===== src/rtl/gtg_pkg.sv =====
`timescale 1ns / 1ps
`default_nettype none
// ----------------------------------------------------------------------------
// gtg_pkg
// Shared types and constants of the go-to-goal controller.
// ----------------------------------------------------------------------------
package gtg_pkg;

    localparam int XW = 44;      // CORDIC x/y datapath width
    localparam int ZW = 20;      // CORDIC angle width, rad Q16

    localparam logic signed [ZW-1:0] PI_Q16      = 20'sd205887;
    localparam logic signed [ZW-1:0] TWO_PI_Q16  = 20'sd411775;
    localparam logic signed [ZW-1:0] HALF_PI_Q16 = 20'sd102944;
    localparam logic [15:0]          INV_K_Q16   = 16'd39797;
    localparam logic [16:0]          DIST_MAX    = 17'd131071;

    localparam logic [1:0] PH_IDLE = 2'd0;
    localparam logic [1:0] PH_ROT  = 2'd1;
    localparam logic [1:0] PH_MOVE = 2'd2;
    localparam logic [1:0] PH_DONE = 2'd3;

    localparam logic [2:0] CFG_GOAL_X  = 3'd0;
    localparam logic [2:0] CFG_GOAL_Y  = 3'd1;
    localparam logic [2:0] CFG_H_GAIN  = 3'd2;
    localparam logic [2:0] CFG_H_LIM   = 3'd3;
    localparam logic [2:0] CFG_H_TOL   = 3'd4;
    localparam logic [2:0] CFG_D_GAIN  = 3'd5;
    localparam logic [2:0] CFG_SPD_LIM = 3'd6;
    localparam logic [2:0] CFG_D_TOL   = 3'd7;

    typedef struct packed {
        logic load;     // capture word and start CORDIC
        logic post;     // run post-processing stage 1
        logic fin;      // run final stage, update state
    } gtg_cmd_t;

    typedef struct packed {
        logic cordic_done;
    } gtg_sts_t;

    function automatic logic signed [ZW-1:0] atan_q16(input logic [4:0] i);
        logic signed [ZW-1:0] r;
        begin
            unique case (i)
                5'd0:  r = 20'sd51472;
                5'd1:  r = 20'sd30386;
                5'd2:  r = 20'sd16055;
                5'd3:  r = 20'sd8150;
                5'd4:  r = 20'sd4091;
                5'd5:  r = 20'sd2047;
                5'd6:  r = 20'sd1024;
                5'd7:  r = 20'sd512;
                5'd8:  r = 20'sd256;
                5'd9:  r = 20'sd128;
                5'd10: r = 20'sd64;
                5'd11: r = 20'sd32;
                5'd12: r = 20'sd16;
                5'd13: r = 20'sd8;
                5'd14: r = 20'sd4;
                5'd15: r = 20'sd2;
                5'd16: r = 20'sd1;
                default: r = '0;
            endcase
            return r;
        end
    endfunction

endpackage
`default_nettype wire


===== src/rtl/gtg_if.sv =====
`timescale 1ns / 1ps
`default_nettype none
// ----------------------------------------------------------------------------
// gtg_in_if / gtg_out_if
// Valid/ready channels for pose words and command words.
// ----------------------------------------------------------------------------
interface gtg_in_if;
    logic               valid;
    logic               ready;
    logic               start_goal;
    logic signed [15:0] pos_x;
    logic signed [15:0] pos_y;
    logic signed [14:0] heading;
    modport source (output valid, start_goal, pos_x, pos_y, heading, input ready);
    modport sink   (input valid, start_goal, pos_x, pos_y, heading, output ready);
endinterface

interface gtg_out_if;
    logic               valid;
    logic               ready;
    logic [15:0]        linear_cmd;
    logic signed [15:0] angular_cmd;
    logic [1:0]         phase_now;
    logic               goal_reached;
    modport source (output valid, linear_cmd, angular_cmd, phase_now, goal_reached,
                    input ready);
    modport sink   (input valid, linear_cmd, angular_cmd, phase_now, goal_reached,
                    output ready);
endinterface
`default_nettype wire


===== src/rtl/gtg_ctrl.sv =====
`timescale 1ns / 1ps
`default_nettype none
// ----------------------------------------------------------------------------
// gtg_ctrl
// Sequencer: accept word, run CORDIC, post-process, hold result.
// ----------------------------------------------------------------------------
module gtg_ctrl (
    input  wire logic             clk,
    input  wire logic             rst_n,
    input  wire logic             in_valid,
    output logic                  in_ready,
    output logic                  out_valid,
    input  wire logic             out_ready,
    output gtg_pkg::gtg_cmd_t     cmd,
    input  wire gtg_pkg::gtg_sts_t sts
);
    import gtg_pkg::*;

    typedef enum logic [4:0] {
        S_IDLE = 5'b00001,
        S_CORD = 5'b00010,
        S_POST = 5'b00100,
        S_FIN  = 5'b01000,
        S_OUT  = 5'b10000
    } state_t;

    state_t state_reg, state_next;

    always_ff @(posedge clk or negedge rst_n)
    begin
        if (!rst_n)
            state_reg <= S_IDLE;
        else
            state_reg <= state_next;
    end

    always_comb
    begin
        state_next = state_reg;
        cmd        = '0;
        in_ready   = 1'b0;
        out_valid  = 1'b0;
        unique case (state_reg)
            S_IDLE:
            begin
                in_ready = 1'b1;
                if (in_valid)
                begin
                    cmd.load   = 1'b1;
                    state_next = S_CORD;
                end
            end
            S_CORD:
                if (sts.cordic_done)
                    state_next = S_POST;
            S_POST:
            begin
                cmd.post   = 1'b1;
                state_next = S_FIN;
            end
            S_FIN:
            begin
                cmd.fin    = 1'b1;
                state_next = S_OUT;
            end
            S_OUT:
            begin
                out_valid = 1'b1;
                // next word may enter while the result is taken
                in_ready  = out_ready;
                if (out_ready)
                begin
                    if (in_valid)
                    begin
                        cmd.load   = 1'b1;
                        state_next = S_CORD;
                    end
                    else
                        state_next = S_IDLE;
                end
            end
            default: state_next = S_IDLE;
        endcase
    end

    a_onehot: assert property (@(posedge clk) disable iff (!rst_n) $onehot(state_reg))
        else $error("state not one-hot");
    a_fin_after_post: assert property (@(posedge clk) disable iff (!rst_n)
        cmd.post |=> cmd.fin) else $error("fin must follow post");
    a_out_after_fin: assert property (@(posedge clk) disable iff (!rst_n)
        cmd.fin |=> out_valid) else $error("result must follow fin");
endmodule
`default_nettype wire


===== src/rtl/gtg_dp.sv =====
`timescale 1ns / 1ps
`default_nettype none
// ----------------------------------------------------------------------------
// gtg_dp
// Datapath: registers, shared vectoring CORDIC, control law and phase state.
// ----------------------------------------------------------------------------
module gtg_dp #(
    parameter int ITER = 16
) (
    input  wire logic               clk,
    input  wire logic               rst_n,
    input  wire logic               cfg_we,
    input  wire logic [2:0]         cfg_index,
    input  wire logic [15:0]        cfg_data,
    input  wire logic               start_goal,
    input  wire logic signed [15:0] pos_x,
    input  wire logic signed [15:0] pos_y,
    input  wire logic signed [14:0] heading,
    input  wire gtg_pkg::gtg_cmd_t  cmd,
    output gtg_pkg::gtg_sts_t       sts,
    output logic [15:0]             linear_cmd,
    output logic signed [15:0]      angular_cmd,
    output logic [1:0]              phase_now,
    output logic                    goal_reached
);
    import gtg_pkg::*;

    localparam int NI = (ITER > 24) ? 24 : ((ITER < 1) ? 1 : ITER);
    localparam logic [4:0] LAST = 5'(NI - 1);

    logic signed [15:0] goal_x_reg, goal_y_reg;
    logic [15:0] h_gain_reg, d_gain_reg, spd_lim_reg, d_tol_reg;
    logic [14:0] h_lim_reg;
    logic [13:0] h_tol_reg;

    always_ff @(posedge clk or negedge rst_n)
    begin
        if (!rst_n)
        begin
            goal_x_reg  <= '0;
            goal_y_reg  <= '0;
            h_gain_reg  <= 16'd819;
            h_lim_reg   <= 15'd1229;
            h_tol_reg   <= 14'd205;
            d_gain_reg  <= 16'd1229;
            spd_lim_reg <= 16'd410;
            d_tol_reg   <= 16'd13;
        end
        else if (cfg_we)
        begin
            unique case (cfg_index)
                CFG_GOAL_X:  goal_x_reg  <= cfg_data;
                CFG_GOAL_Y:  goal_y_reg  <= cfg_data;
                CFG_H_GAIN:  h_gain_reg  <= cfg_data;
                CFG_H_LIM:   h_lim_reg   <= cfg_data[14:0];
                CFG_H_TOL:   h_tol_reg   <= cfg_data[13:0];
                CFG_D_GAIN:  d_gain_reg  <= cfg_data;
                CFG_SPD_LIM: spd_lim_reg <= cfg_data;
                CFG_D_TOL:   d_tol_reg   <= cfg_data;
                default: ;
            endcase
        end
    end

    // ---------------- CORDIC ----------------
    logic signed [XW-1:0] x_reg, y_reg;
    logic signed [ZW-1:0] z_reg;
    logic [4:0]  it_reg;
    logic        busy_reg, zero_reg, start_reg;
    logic signed [14:0] hd_reg;

    logic signed [16:0] dx, dy;
    logic signed [XW-1:0] xs0, ys0, sx, sy;
    assign dx  = 17'(goal_x_reg) - 17'(pos_x);
    assign dy  = 17'(goal_y_reg) - 17'(pos_y);
    assign xs0 = XW'(dx) <<< 8;
    assign ys0 = XW'(dy) <<< 8;
    assign sx  = x_reg >>> it_reg;
    assign sy  = y_reg >>> it_reg;

    always_ff @(posedge clk or negedge rst_n)
    begin
        if (!rst_n)
        begin
            busy_reg <= 1'b0;
            it_reg   <= '0;
        end
        else if (cmd.load)
        begin
            busy_reg <= 1'b1;
            it_reg   <= '0;
        end
        else if (busy_reg)
        begin
            if (it_reg == LAST)
                busy_reg <= 1'b0;
            else
                it_reg <= it_reg + 5'd1;
        end
    end

    always_ff @(posedge clk)
    begin
        if (cmd.load)
        begin
            zero_reg  <= (dx == 0) && (dy == 0);
            start_reg <= start_goal;
            hd_reg    <= heading;
            if (dx < 0)
            begin
                if (dy >= 0)
                begin
                    x_reg <= ys0; y_reg <= -xs0; z_reg <= HALF_PI_Q16;
                end
                else
                begin
                    x_reg <= -ys0; y_reg <= xs0; z_reg <= -HALF_PI_Q16;
                end
            end
            else
            begin
                x_reg <= xs0; y_reg <= ys0; z_reg <= '0;
            end
        end
        else if (busy_reg)
        begin
            if (!y_reg[XW-1])
            begin
                x_reg <= x_reg + sy; y_reg <= y_reg - sx;
                z_reg <= z_reg + atan_q16(it_reg);
            end
            else
            begin
                x_reg <= x_reg - sy; y_reg <= y_reg + sx;
                z_reg <= z_reg - atan_q16(it_reg);
            end
        end
    end

    assign sts.cordic_done = busy_reg && (it_reg == LAST);

    // ---------------- post stage 1: scale and wrap ----------------
    logic [16:0] dist_reg;
    logic signed [16:0] err_reg;
    logic [XW+15:0] mprod;
    logic [XW+15:0] mround;
    logic signed [ZW+1:0] e0, e1;

    assign mprod  = XW'(x_reg) * INV_K_Q16;
    assign mround = (mprod + (60'(1) << 23)) >> 24;
    always_comb
    begin
        e0 = (zero_reg ? 22'sd0 : 22'(z_reg)) - (22'(hd_reg) <<< 4);
        if (e0 <= -22'(PI_Q16))
            e1 = e0 + 22'(TWO_PI_Q16);
        else if (e0 >= 22'(PI_Q16))
            e1 = e0 - 22'(TWO_PI_Q16);
        else
            e1 = e0;
    end

    always_ff @(posedge clk)
    begin
        if (cmd.post)
        begin
            dist_reg <= (mround > 60'(DIST_MAX)) ? DIST_MAX : mround[16:0];
            err_reg  <= 17'((e1 + 22'sd8) >>> 4);
        end
    end

    // ---------------- final stage: control law ----------------
    logic [1:0]  phase_reg;
    logic [16:0] prev_reg;
    logic        first_reg;

    logic [1:0]  ph_in;
    logic [16:0] emag;
    logic signed [34:0] aprod, ac;
    logic signed [34:0] lim;
    logic [32:0] lprod;
    logic [24:0] lr;
    logic signed [17:0] ddrop;
    logic        drive;

    logic [15:0]        lin_next;
    logic signed [15:0] ang_next;
    logic [1:0]         ph_now_next;
    logic               reached_next;

    assign ph_in = ((phase_reg == PH_IDLE || phase_reg == PH_DONE) && start_reg) ?
                   PH_ROT : phase_reg;
    assign emag  = err_reg[16] ? 17'(-err_reg) : 17'(err_reg);
    assign aprod = 35'(err_reg) * $signed({19'd0, h_gain_reg});
    assign ac    = (aprod + 35'sd2048) >>> 12;
    assign lim   = 35'($signed({1'b0, h_lim_reg}));
    assign lprod = 33'(d_gain_reg) * 33'(dist_reg);
    assign lr    = 25'((lprod + 33'd128) >> 8);
    assign ddrop = $signed({1'b0, prev_reg}) - $signed({1'b0, dist_reg});
    assign drive = first_reg || (dist_reg > 17'(d_tol_reg)) || (ddrop > 18'sd2);

    always_comb
    begin
        lin_next     = '0;
        ang_next     = '0;
        reached_next = 1'b0;
        ph_now_next  = ph_in;
        if (ph_in == PH_ROT)
        begin
            if (emag > 17'(h_tol_reg))
            begin
                if (ac > lim)
                    ang_next = 16'(lim);
                else if (ac < -lim)
                    ang_next = 16'(-lim);
                else
                    ang_next = 16'(ac);
            end
            else
                ph_now_next = PH_MOVE;
        end
        else if (ph_in == PH_MOVE)
        begin
            if (drive)
                lin_next = (lr > 25'(spd_lim_reg)) ? spd_lim_reg : lr[15:0];
            else
            begin
                ph_now_next  = PH_DONE;
                reached_next = 1'b1;
            end
        end
    end

    always_ff @(posedge clk or negedge rst_n)
    begin
        if (!rst_n)
        begin
            phase_reg <= PH_IDLE;
            prev_reg  <= '0;
            first_reg <= 1'b1;
        end
        else if (cmd.fin)
        begin
            phase_reg <= ph_now_next;
            if (ph_in == PH_ROT && emag <= 17'(h_tol_reg))
                first_reg <= 1'b1;
            else if (ph_in == PH_MOVE && drive)
            begin
                prev_reg  <= dist_reg;
                first_reg <= 1'b0;
            end
        end
    end

    always_ff @(posedge clk)
    begin
        if (cmd.fin)
        begin
            linear_cmd   <= lin_next;
            angular_cmd  <= ang_next;
            goal_reached <= reached_next;
            phase_now    <= ph_now_next;
        end
    end

    a_no_load_busy: assert property (@(posedge clk) disable iff (!rst_n)
        busy_reg |-> !cmd.load) else $error("load while CORDIC busy");
    a_post_idle: assert property (@(posedge clk) disable iff (!rst_n)
        cmd.post |-> !busy_reg) else $error("post while CORDIC busy");
    a_done_in_busy: assert property (@(posedge clk) disable iff (!rst_n)
        sts.cordic_done |=> !busy_reg) else $error("CORDIC did not stop");
endmodule
`default_nettype wire


===== src/rtl/go_to_goal_pose_controller.sv =====
`timescale 1ns / 1ps
`default_nettype none
// ----------------------------------------------------------------------------
// go_to_goal_pose_controller
// Two-phase proportional go-to-goal controller, one command word per pose word.
// ----------------------------------------------------------------------------
// Each pose word, once taken, produces one command word: the iterations of
// the shared vectoring CORDIC that yields both bearing and distance, the
// post-processing stage and the final control-law stage, then the command word
// is valid. One word is processed at a time; the CORDIC iteration loop sets the
// rate. A new pose word is taken in the same cycle the previous command word is
// taken.
module go_to_goal_pose_controller #(
    parameter int CORDIC_ITERATIONS = 16
) (
    input  wire logic        clk,
    input  wire logic        rst_n,
    input  wire logic        cfg_we,
    input  wire logic [2:0]  cfg_index,
    input  wire logic [15:0] cfg_data,
    gtg_in_if.sink           pose,
    gtg_out_if.source        cmd_out
);
    import gtg_pkg::*;

    gtg_cmd_t cmd;
    gtg_sts_t sts;

    gtg_ctrl u_ctrl (
        .clk       (clk),
        .rst_n     (rst_n),
        .in_valid  (pose.valid),
        .in_ready  (pose.ready),
        .out_valid (cmd_out.valid),
        .out_ready (cmd_out.ready),
        .cmd       (cmd),
        .sts       (sts)
    );

    gtg_dp #(.ITER(CORDIC_ITERATIONS)) u_dp (
        .clk          (clk),
        .rst_n        (rst_n),
        .cfg_we       (cfg_we),
        .cfg_index    (cfg_index),
        .cfg_data     (cfg_data),
        .start_goal   (pose.start_goal),
        .pos_x        (pose.pos_x),
        .pos_y        (pose.pos_y),
        .heading      (pose.heading),
        .cmd          (cmd),
        .sts          (sts),
        .linear_cmd   (cmd_out.linear_cmd),
        .angular_cmd  (cmd_out.angular_cmd),
        .phase_now    (cmd_out.phase_now),
        .goal_reached (cmd_out.goal_reached)
    );
endmodule
`default_nettype wire

===== src/flat_wrapper.sv =====
// flat-port wrapper written by rule: the top's interface ports become plain ports
module go_to_goal_pose_controller_flat import gtg_pkg::*;
#(
    parameter int CORDIC_ITERATIONS = 16
)
  (clk, rst_n, cfg_we, cfg_index, cfg_data, pose_valid, pose_start_goal, pose_pos_x, pose_pos_y, pose_heading, pose_ready, cmd_out_valid, cmd_out_linear_cmd, cmd_out_angular_cmd, cmd_out_phase_now, cmd_out_goal_reached, cmd_out_ready);
  gtg_in_if pose_i ();
  gtg_out_if cmd_out_i ();
  input  wire logic clk;
  input  wire logic rst_n;
  input  wire logic cfg_we;
  input  wire logic [2:0] cfg_index;
  input  wire logic [15:0] cfg_data;
  input wire logic [$bits(pose_i.valid)-1:0] pose_valid;
  input wire logic [$bits(pose_i.start_goal)-1:0] pose_start_goal;
  input wire logic [$bits(pose_i.pos_x)-1:0] pose_pos_x;
  input wire logic [$bits(pose_i.pos_y)-1:0] pose_pos_y;
  input wire logic [$bits(pose_i.heading)-1:0] pose_heading;
  output wire logic [$bits(pose_i.ready)-1:0] pose_ready;
  output wire logic [$bits(cmd_out_i.valid)-1:0] cmd_out_valid;
  output wire logic [$bits(cmd_out_i.linear_cmd)-1:0] cmd_out_linear_cmd;
  output wire logic [$bits(cmd_out_i.angular_cmd)-1:0] cmd_out_angular_cmd;
  output wire logic [$bits(cmd_out_i.phase_now)-1:0] cmd_out_phase_now;
  output wire logic [$bits(cmd_out_i.goal_reached)-1:0] cmd_out_goal_reached;
  input wire logic [$bits(cmd_out_i.ready)-1:0] cmd_out_ready;
  assign pose_i.valid = pose_valid;
  assign pose_i.start_goal = pose_start_goal;
  assign pose_i.pos_x = pose_pos_x;
  assign pose_i.pos_y = pose_pos_y;
  assign pose_i.heading = pose_heading;
  assign pose_ready = pose_i.ready;
  assign cmd_out_valid = cmd_out_i.valid;
  assign cmd_out_linear_cmd = cmd_out_i.linear_cmd;
  assign cmd_out_angular_cmd = cmd_out_i.angular_cmd;
  assign cmd_out_phase_now = cmd_out_i.phase_now;
  assign cmd_out_goal_reached = cmd_out_i.goal_reached;
  assign cmd_out_i.ready = cmd_out_ready;
  go_to_goal_pose_controller #(.CORDIC_ITERATIONS(CORDIC_ITERATIONS)) u_core (.clk(clk), .rst_n(rst_n), .cfg_we(cfg_we), .cfg_index(cfg_index), .cfg_data(cfg_data), .pose(pose_i), .cmd_out(cmd_out_i));
endmodule

===== config.mk =====
export PLATFORM = sky130hd
export DESIGN_NAME = go_to_goal_pose_controller_flat
export DESIGN_NICKNAME = d
export VERILOG_FILES = /design/src/rtl/gtg_pkg.sv /design/src/rtl/gtg_if.sv /design/src/rtl/gtg_ctrl.sv /design/src/rtl/gtg_dp.sv /design/src/rtl/go_to_goal_pose_controller.sv /design/src/flat_wrapper.sv
export SDC_FILE = /design/constraint.sdc
export NUM_CORES = 2
export LEC_CHECK = 0
export ABC_AREA = 1
export BUFFER_PORTS_ARGS = -buffer_cell sky130_fd_sc_hd__buf_2
export CORE_UTILIZATION = 60
export CTS_BUF_LIST = sky130_fd_sc_hd__clkbuf_8 sky130_fd_sc_hd__clkbuf_16
export CTS_CLUSTER_SIZE = 12
export DETAILED_ROUTE_END_ITERATION = 7
export PLACE_DENSITY = 0.76
export SYNTH_ARGS = -nofsm -noshare
export SYNTH_HDL_FRONTEND = slang
export SYNTH_SLANG_ARGS = --single-unit

===== constraint.sdc =====
create_clock -name clk -period 21.6 [get_ports clk]
set_input_delay 0 -clock clk [delete_from_list [all_inputs] [get_ports clk]]
set_output_delay 0 -clock clk [all_outputs]
set_load 0.1 [all_outputs]

**Word-level counts from Yosys, hierarchy flattened**

Memory sizes are Yosys's and may differ from the RTL's.
Cells that the tools add are included.

- Register bits after elaboration: 350
- Latch bits: 0
- Memory bits (writable): 0
- ROM bits: 1024
- Memories kept: 2

- $add $sub $neg: 21
- Multiply operators: 3
- Divide/modulo/power cells: 0
- Magnitude comparators: 12
- Equality and inequality tests: 20
- Shift operators: 2
- Mux-type cells: 54
- Bitwise logic cells: 5
- Reduce and logical (&&, ||, !) cells: 30

Memories:

| memory | words | bits a word | rd ports | clocked after Yosys merged registers in | write ports | line | source |
|---|---|---|---|---|---|---|---|
| (name not given) | 32 | 16 | 1 | 0 | 0 | gtg_pkg.sv:45 | `unique case (i)` |
| (name not given) | 32 | 16 | 1 | 0 | 0 | gtg_pkg.sv:45 |  |

Operator list:

| kind | count |
|---|---|
| $mux 44 | 10 |
| $mux 20 | 11 |
| $add 44x44->44 | 2 |
| $neg 25->44 | 2 |
| $sshr 44x5->44 | 2 |
| $sub 44x44->44 | 2 |
| $logic_not 32->1 | 2 |
| $add 60x24->60 const B | 1 |
| $mul 44x16->60 const B | 1 |
| $mux 21 | 2 |
| $gt 36x17->1 const B | 1 |
| $add 34x13->35 const B | 1 |
| $lt 23x35->1 | 1 |
| $neg 15->35 | 1 |
| $mul 17x17->34 | 1 |
| $sub 16x16->17 | 2 |
| $add 33x8->33 const B | 1 |
| $mul 16x17->33 | 1 |
| $mux 16 | 2 |
| $mux 5 | 6 |
| $gt 25x16->1 | 1 |
| $pmux 5 s5 | 1 |
| $gt 23x16->1 | 1 |
| $ge 22x19->1 const B | 1 |
| other kinds (44) | 91 |

**Longest topological paths before layout**

- Word-level depth: 8
- Depth in mapped cells: 48

**Hierarchy**

A second synthesis with hierarchy kept.

- Cells, all modules: 9879
- Area total of the unflattened synthesis: 71481.1 um2

By module, submodules not included:

| module | instances | cells an instance | area an instance (um2) | sequential area each (um2) |
|---|---|---|---|---|
| gtg_dp | 1 | 9835 | 71159.5 | 9644.2 |
| gtg_ctrl | 1 | 44 | 321.6 | 126.4 |

**Worst setup path after synthesis**

OpenSTA, ideal clock, no wires.

- Kind: reg-to-reg
- Start point: register u_core.u_dp.d_gain_reg[6]
- End point: register u_core.u_dp.linear_cmd[4] (data pin)
- Setup time: 0.264 ns
- Arrival: 7.555 ns
- Setup slack: 13.782 ns
- Cell stages (with the launch flop): 34
- Path buffers: 3
- Path through: dfstp_2 clkbuf_1 clkbuf_1 nand2_1 fa_1 inv_1 fa_1 inv_1 fa_1 fa_1 fa_1 inv_1 fa_1 ha_1 nand2_1 a21oi_1 nor2_1 o21ai_0 a21oi_1 inv_1 a21oi_1 o21ai_0 xor2_1 ha_1 nand2_1 or3_1 nor4_1 o21a_1 nand3_1 nor2_1 nand2_1 buf_2 nand2_1 a21oi_1

- Cells in the longest elaborated chain, start to end: 4

RTL lines:

| what | line | source |
|---|---|---|
| start, declared | gtg_dp.sv:32 | `logic [15:0] h_gain_reg, d_gain_reg, spd_lim_reg, d_tol_reg;` |
| start signal, assigned | gtg_dp.sv:57 | `CFG_D_GAIN: d_gain_reg <= cfg_data;` |
| $mul 16x17->33 (*) | gtg_dp.sv:196 | `assign lprod = 33'(d_gain_reg) * 33'(dist_reg);` |
| $add 33x8->33 (*) | gtg_dp.sv:197 | `assign lr = 25'((lprod + 33'd128) >> 8);` |
| $gt 25x16->1 | gtg_dp.sv:224 | `lin_next = (lr > 25'(spd_lim_reg)) ? spd_lim_reg : lr[15:0];` |
| $mux 16 (*) | gtg_dp.sv:224 |  |
| end signal, assigned | gtg_dp.sv:258 | `linear_cmd <= lin_next;` |
| end, declared | gtg_dp.sv:21 | `output logic [15:0] linear_cmd,` |

Every way passes the cells marked *; elsewhere a longest branch is shown, timed or not.
A chain may end at the register's enable or synchronous reset.

**Final worst setup path**

- Start point: register u_core.u_dp.dist_reg[3]
- End point: register u_core.u_dp.linear_cmd[14] (data pin)

- Cells in the longest elaborated chain, start to end: 5
- Elaborated cells on any way between the ends: 11
- Classes of those cells: add/sub (2); mul (1); order compare (3); mux (1); bitwise (1); reduce/logical (3)

RTL lines:

| what | line | source |
|---|---|---|
| start, declared | gtg_dp.sv:143 | `logic [16:0] dist_reg;` |
| start signal, assigned | gtg_dp.sv:166 | `dist_reg <= (mround > 60'(DIST_MAX)) ? DIST_MAX : mround[16:0];` |
| parallel branches: the longest is 5 deep, another holds $mul 16x17->33 | - |  |

Parallel ways; which one is timed is not known.

==> impl_table.tex <==
\begin{tabular}{lr}
\hline
Metric & Value \\
\hline
\multicolumn{2}{l}{\textbf{Run status}} \\
\quad Violated checks & DRC \\
\quad Result of the run & finished with violations \\
\multicolumn{2}{l}{\textbf{Global routing}} \\
\quad Number of global-route vias before repair & 64,509 \\
\quad Global-route usage over all layers & 36.7\% \\
\quad Wire length of the first global-routing pass & 348,000 um \\
\quad Antenna violations before repair & 4 \\
\quad Global route total overflow & 0 \\
\quad Pin count of the biggest net entering global routing & 94 \\
\multicolumn{2}{l}{\textbf{Route}} \\
\quad Routed via count divided by cell count & 5.66 \\
\quad \# DRC & 8 \\
\quad Wirelength, routed & roughly 220,000 um \\
\quad Mean routed wirelength per cell & 19.1 um \\
\quad Final ANT Viol Nets & 0 \\
\quad First DRT Iteration DRCs & between 6,000 and 7,000 \\
\quad Number of iterations in the first detailed-routing pass & 8 \\
\quad Via count of the routed design & 64,960 \\
\multicolumn{2}{l}{\textbf{Yosys}} \\
\quad Syn Area/Cell & 7.15 um\^{}2 \\
\quad Number of flops mapped to enable cells by yosys & slightly below 200 \\
\quad Simple-gate portion of the synthesized area & between 20 and 25\% \\
\quad Post-synthesis compound-gate area fraction & 11.2\% \\
\quad Xor and xnor area share after synthesis & 3.41\% \\
\quad Cell variety after synth & 72 \\
\quad Leading register cell type out of synthesis & sky130\_fd\_sc\_hd\_\_edfxtp\_1 \\
\quad Number of storage elements in the synthesis netlist & 350 \\
\quad Count of yosys warnings during synthesis & 0 \\
\quad Post-synthesis cell count & between 9,000 and 10,000 \\
\quad Net count of the mapped netlist & 11,588 \\
\quad Combinational family with the most area after synthesis & adder cells \\
\quad Share of cell area taken by muxes after synthesis & 0.477\% \\
\quad Seq/Total Area, Yosys & roughly 14\% \\
\quad Synth async-reset ratio & 44.6\% \\
\quad Area of the mapped netlist & between 0.07 and 0.08 mm\^{}2 \\
\quad Adder-cell share of the synthesized area & 35.7\% \\
\multicolumn{2}{l}{\textbf{Clocking}} \\
\quad Number of clock buffers inserted by TritonCTS & 45 \\
\quad TritonCTS clock tree & built \\
\quad Buffer depth of the longest clock path & 3 \\
\quad H-tree levels & 2 \\
\quad Clock-pin transition on the worst setup and hold timing paths & 0.06 ns \\
\quad Later-pin clock latency in the skew report & between 0.6 and 0.7 ns \\
\quad Clock sinks & 350 \\
\quad Library cell used as clock root buffer & sky130\_fd\_sc\_hd\_\_clkbuf\_16 \\
\quad Number of resized instances in the post-cts repair step & 0 \\
\multicolumn{2}{l}{\textbf{STA}} \\
\quad Final worst path period need & roughly 9.4 ns \\
\quad Hold Slack & 0.00302 ns \\
\quad Sum Neg Setup Slack & 0 ns \\
\quad Final setup violating endpoints & 0 \\
\quad Number of hold-slack violations in the final timing report & 0 \\
\quad Final worst clock skew & 0.0654 ns \\
\quad Count of pins over their slew limit & 0 \\
\quad Final period util & 43.7\% \\
\quad Setup repair after global routing missed its margin & no \\
\quad Worst slew slack as a fraction of its limit & around 23\% \\
\quad Maximum clock frequency & roughly 0.11 GHz \\
\quad Slew at the pin with the worst max-slew slack & approximately 1.2 ns \\
\multicolumn{2}{l}{\textbf{Die}} \\
\quad Die Outline Area & 0.120 mm\^{}2 \\
\quad Die Span X & 347 um \\
\quad Initial standard-cell utilization of the core & 60.5\% \\
\quad Core footprint & 0.118 mm\^{}2 \\
\quad Number of top-level design ports & 109 \\
\quad Die H & 347 um \\
\quad Rows & 126 \\
\multicolumn{2}{l}{\textbf{Critical path}} \\
\quad Setup crit end kind & register \\
\quad Worst EP required & about 22 ns \\
\quad Critical path peak fanout & 18 \\
\quad Worst setup SP type & register \\
\quad Critical Setup Path Class & reg -> reg \\
\quad CP Data Arrival Time & 9.82 ns \\
\multicolumn{2}{l}{\textbf{Cells and area}} \\
\quad Number of nets in the layout & 11,508 \\
\quad Most frequent cells in the layout & sky130\_fd\_sc\_hd\_\_nand2\_1 (2,437), sky130\_fd\_sc\_hd\_\_inv\_1 (2,158), sky130\_fd\_sc\_hd\_\_fa\_1 (824) \\
\quad Cell Count, Final, Fillers Out & 11,470 \\
\quad Sequential cell area & a little under 0.01 mm\^{}2 \\
\quad Fraction of final layout cells with drive strength greater than 1 & 4.14\% \\
\quad Final design utilization & around 63\% \\
\quad Most common cell after layout, fill and taps aside & sky130\_fd\_sc\_hd\_\_nand2\_1 \\
\quad Area used by multi-input combinational logic & 0.0520 mm\^{}2 \\
\quad Layout filler cell count & approximately 11,000 \\
\quad Growth of design area from synthesis to finish & 4.60\% \\
\multicolumn{2}{l}{\textbf{Placed design}} \\
\quad Cell Count Post-Placement & 11,346 \\
\quad Port Buf Inserts & 108 \\
\quad Weighted congestion at the end of routability-driven global placement & approximately 1 \\
\quad Placed wire-length estimate & 180,000 um \\
\multicolumn{2}{l}{\textbf{Flow run}} \\
\quad Count of maximum capacitance violations & 0 \\
\multicolumn{2}{l}{\textbf{Min path}} \\
\quad Tightest Hold Check Type & in -> async \\
\hline
\end{tabular}
## logic make-up (layout without fill, tap and decap cells)
group                    count (synthesis)  after routing
AO/OA/AOI/OAI                         1463           1463
AND/OR/NAND/NOR                       3820           3820
flip-flops                             350            350
other                                    0              4
multiplexers                            34             34
buffers and inverters                 2486           2443
XOR/XNOR                               277            277
adder cells (fa/ha/maj)               1543           1543
## worst max-delay path: stages, from the launching register on
cell,delay [ns]
sky130_fd_sc_hd__edfxtp_1,0.87
sky130_fd_sc_hd__nand2_1,0.17
sky130_fd_sc_hd__fa_1,0.58
sky130_fd_sc_hd__inv_1,0.06
sky130_fd_sc_hd__fa_1,0.50
sky130_fd_sc_hd__fa_1,0.55
sky130_fd_sc_hd__inv_1,0.06
sky130_fd_sc_hd__fa_1,0.50
sky130_fd_sc_hd__fa_1,0.52
sky130_fd_sc_hd__fa_1,0.55
sky130_fd_sc_hd__inv_1,0.04
sky130_fd_sc_hd__ha_1,0.36
sky130_fd_sc_hd__a21oi_1,0.23
sky130_fd_sc_hd__a21boi_0,0.32
sky130_fd_sc_hd__o21ai_0,0.20
sky130_fd_sc_hd__a21oi_1,0.28
sky130_fd_sc_hd__o21ai_0,0.15
sky130_fd_sc_hd__xor2_1,0.17
sky130_fd_sc_hd__ha_1,0.31
sky130_fd_sc_hd__nand2_1,0.04
sky130_fd_sc_hd__or3_1,0.30
sky130_fd_sc_hd__nor4_1,0.29
sky130_fd_sc_hd__o21a_1,0.19
sky130_fd_sc_hd__nand3_1,0.06
sky130_fd_sc_hd__nor2_1,0.81
sky130_fd_sc_hd__nand2_1,0.68
sky130_fd_sc_hd__o21ai_0,0.34
sky130_fd_sc_hd__nor2_1,0.06
## metal layers
metal  GRT usage [%]  share of wire [%]
met2            59.5                 46
met1            48.7                 41
met4            17.4                5.4
met5               0              0.012
met3            4.86                7.8
## synthesized netlist by cell type (all sizes together), types with 48 or more instances
library cell	instances	area share [%]
or2	48	0.42
fa	824	23
nand2	2471	13
nand3	387	2.8
nor3	93	0.67
buf	109	0.86
o21ai	672	4.8
edfxtp	194	8.2
xor2	196	2.4
xnor2	81	0.99
clkbuf	195	1.0
a21oi	525	3.7
ha	719	13
dfrtp	123	4.3
inv	2177	11
nand4	104	0.91
nor2	671	3.7
a31oi	61	0.54
## stage by stage
| stage | setup WS (ns) | cell area, um^2 |
|---|---|---|
| 6_report | 12.15 | 74600 |
| 3_3_place_gp | 12.38 | 72700 |
| 4_1_cts | 12.27 | 74600 |
| 2_1_floorplan | 13.78 | 71300 |
| 3_5_place_dp | 12.30 | 72700 |
| 5_1_grt | 11.38 | 74600 |
## final timing paths
| path | cells after the start | from | end | slack, ns |
|---|---|---|---|---|
| max | 27 | u_core.u_dp.dist_reg[3] | u_core.u_dp.linear_cmd[14] | 12.15 |
| min | 2 | rst_n | u_core.u_dp.d_tol_reg[5] | 0.003 |
| max reg2reg | 27 | u_core.u_dp.dist_reg[3] | u_core.u_dp.linear_cmd[14] | 12.15 |
| min reg2reg | 2 | u_core.u_dp.h_tol_reg[6] | u_core.u_dp.h_tol_reg[6] | 0.49 |
| max in group asynchronous | 3 | rst_n | u_core.u_dp.it_reg[0] | 20.01 |
| min in group clk | 6 | cfg_index[0] | u_core.u_dp.d_tol_reg[2] | 0.03 |
## final cells by class
type	count	area share, %
inverter	2182	11.0
clock inverter	35	0.413
clock buffer	49	1.60
tap	1536	2.58
antenna	4	0.0134
timing repair buffer	177	1.55
multi-input combinational	7137	69.8
sequential	350	13.1
## timing repair
action	4_1_cts	5_1_grt
setup endpoints to repair	0	0
buffers inserted	0	0
endpoints found under the hold margin	204	0
hold buffers	36	0
Power is not shown: default switching activity piles up to over one toggle a cycle in this logic, so the estimate is an artifact.
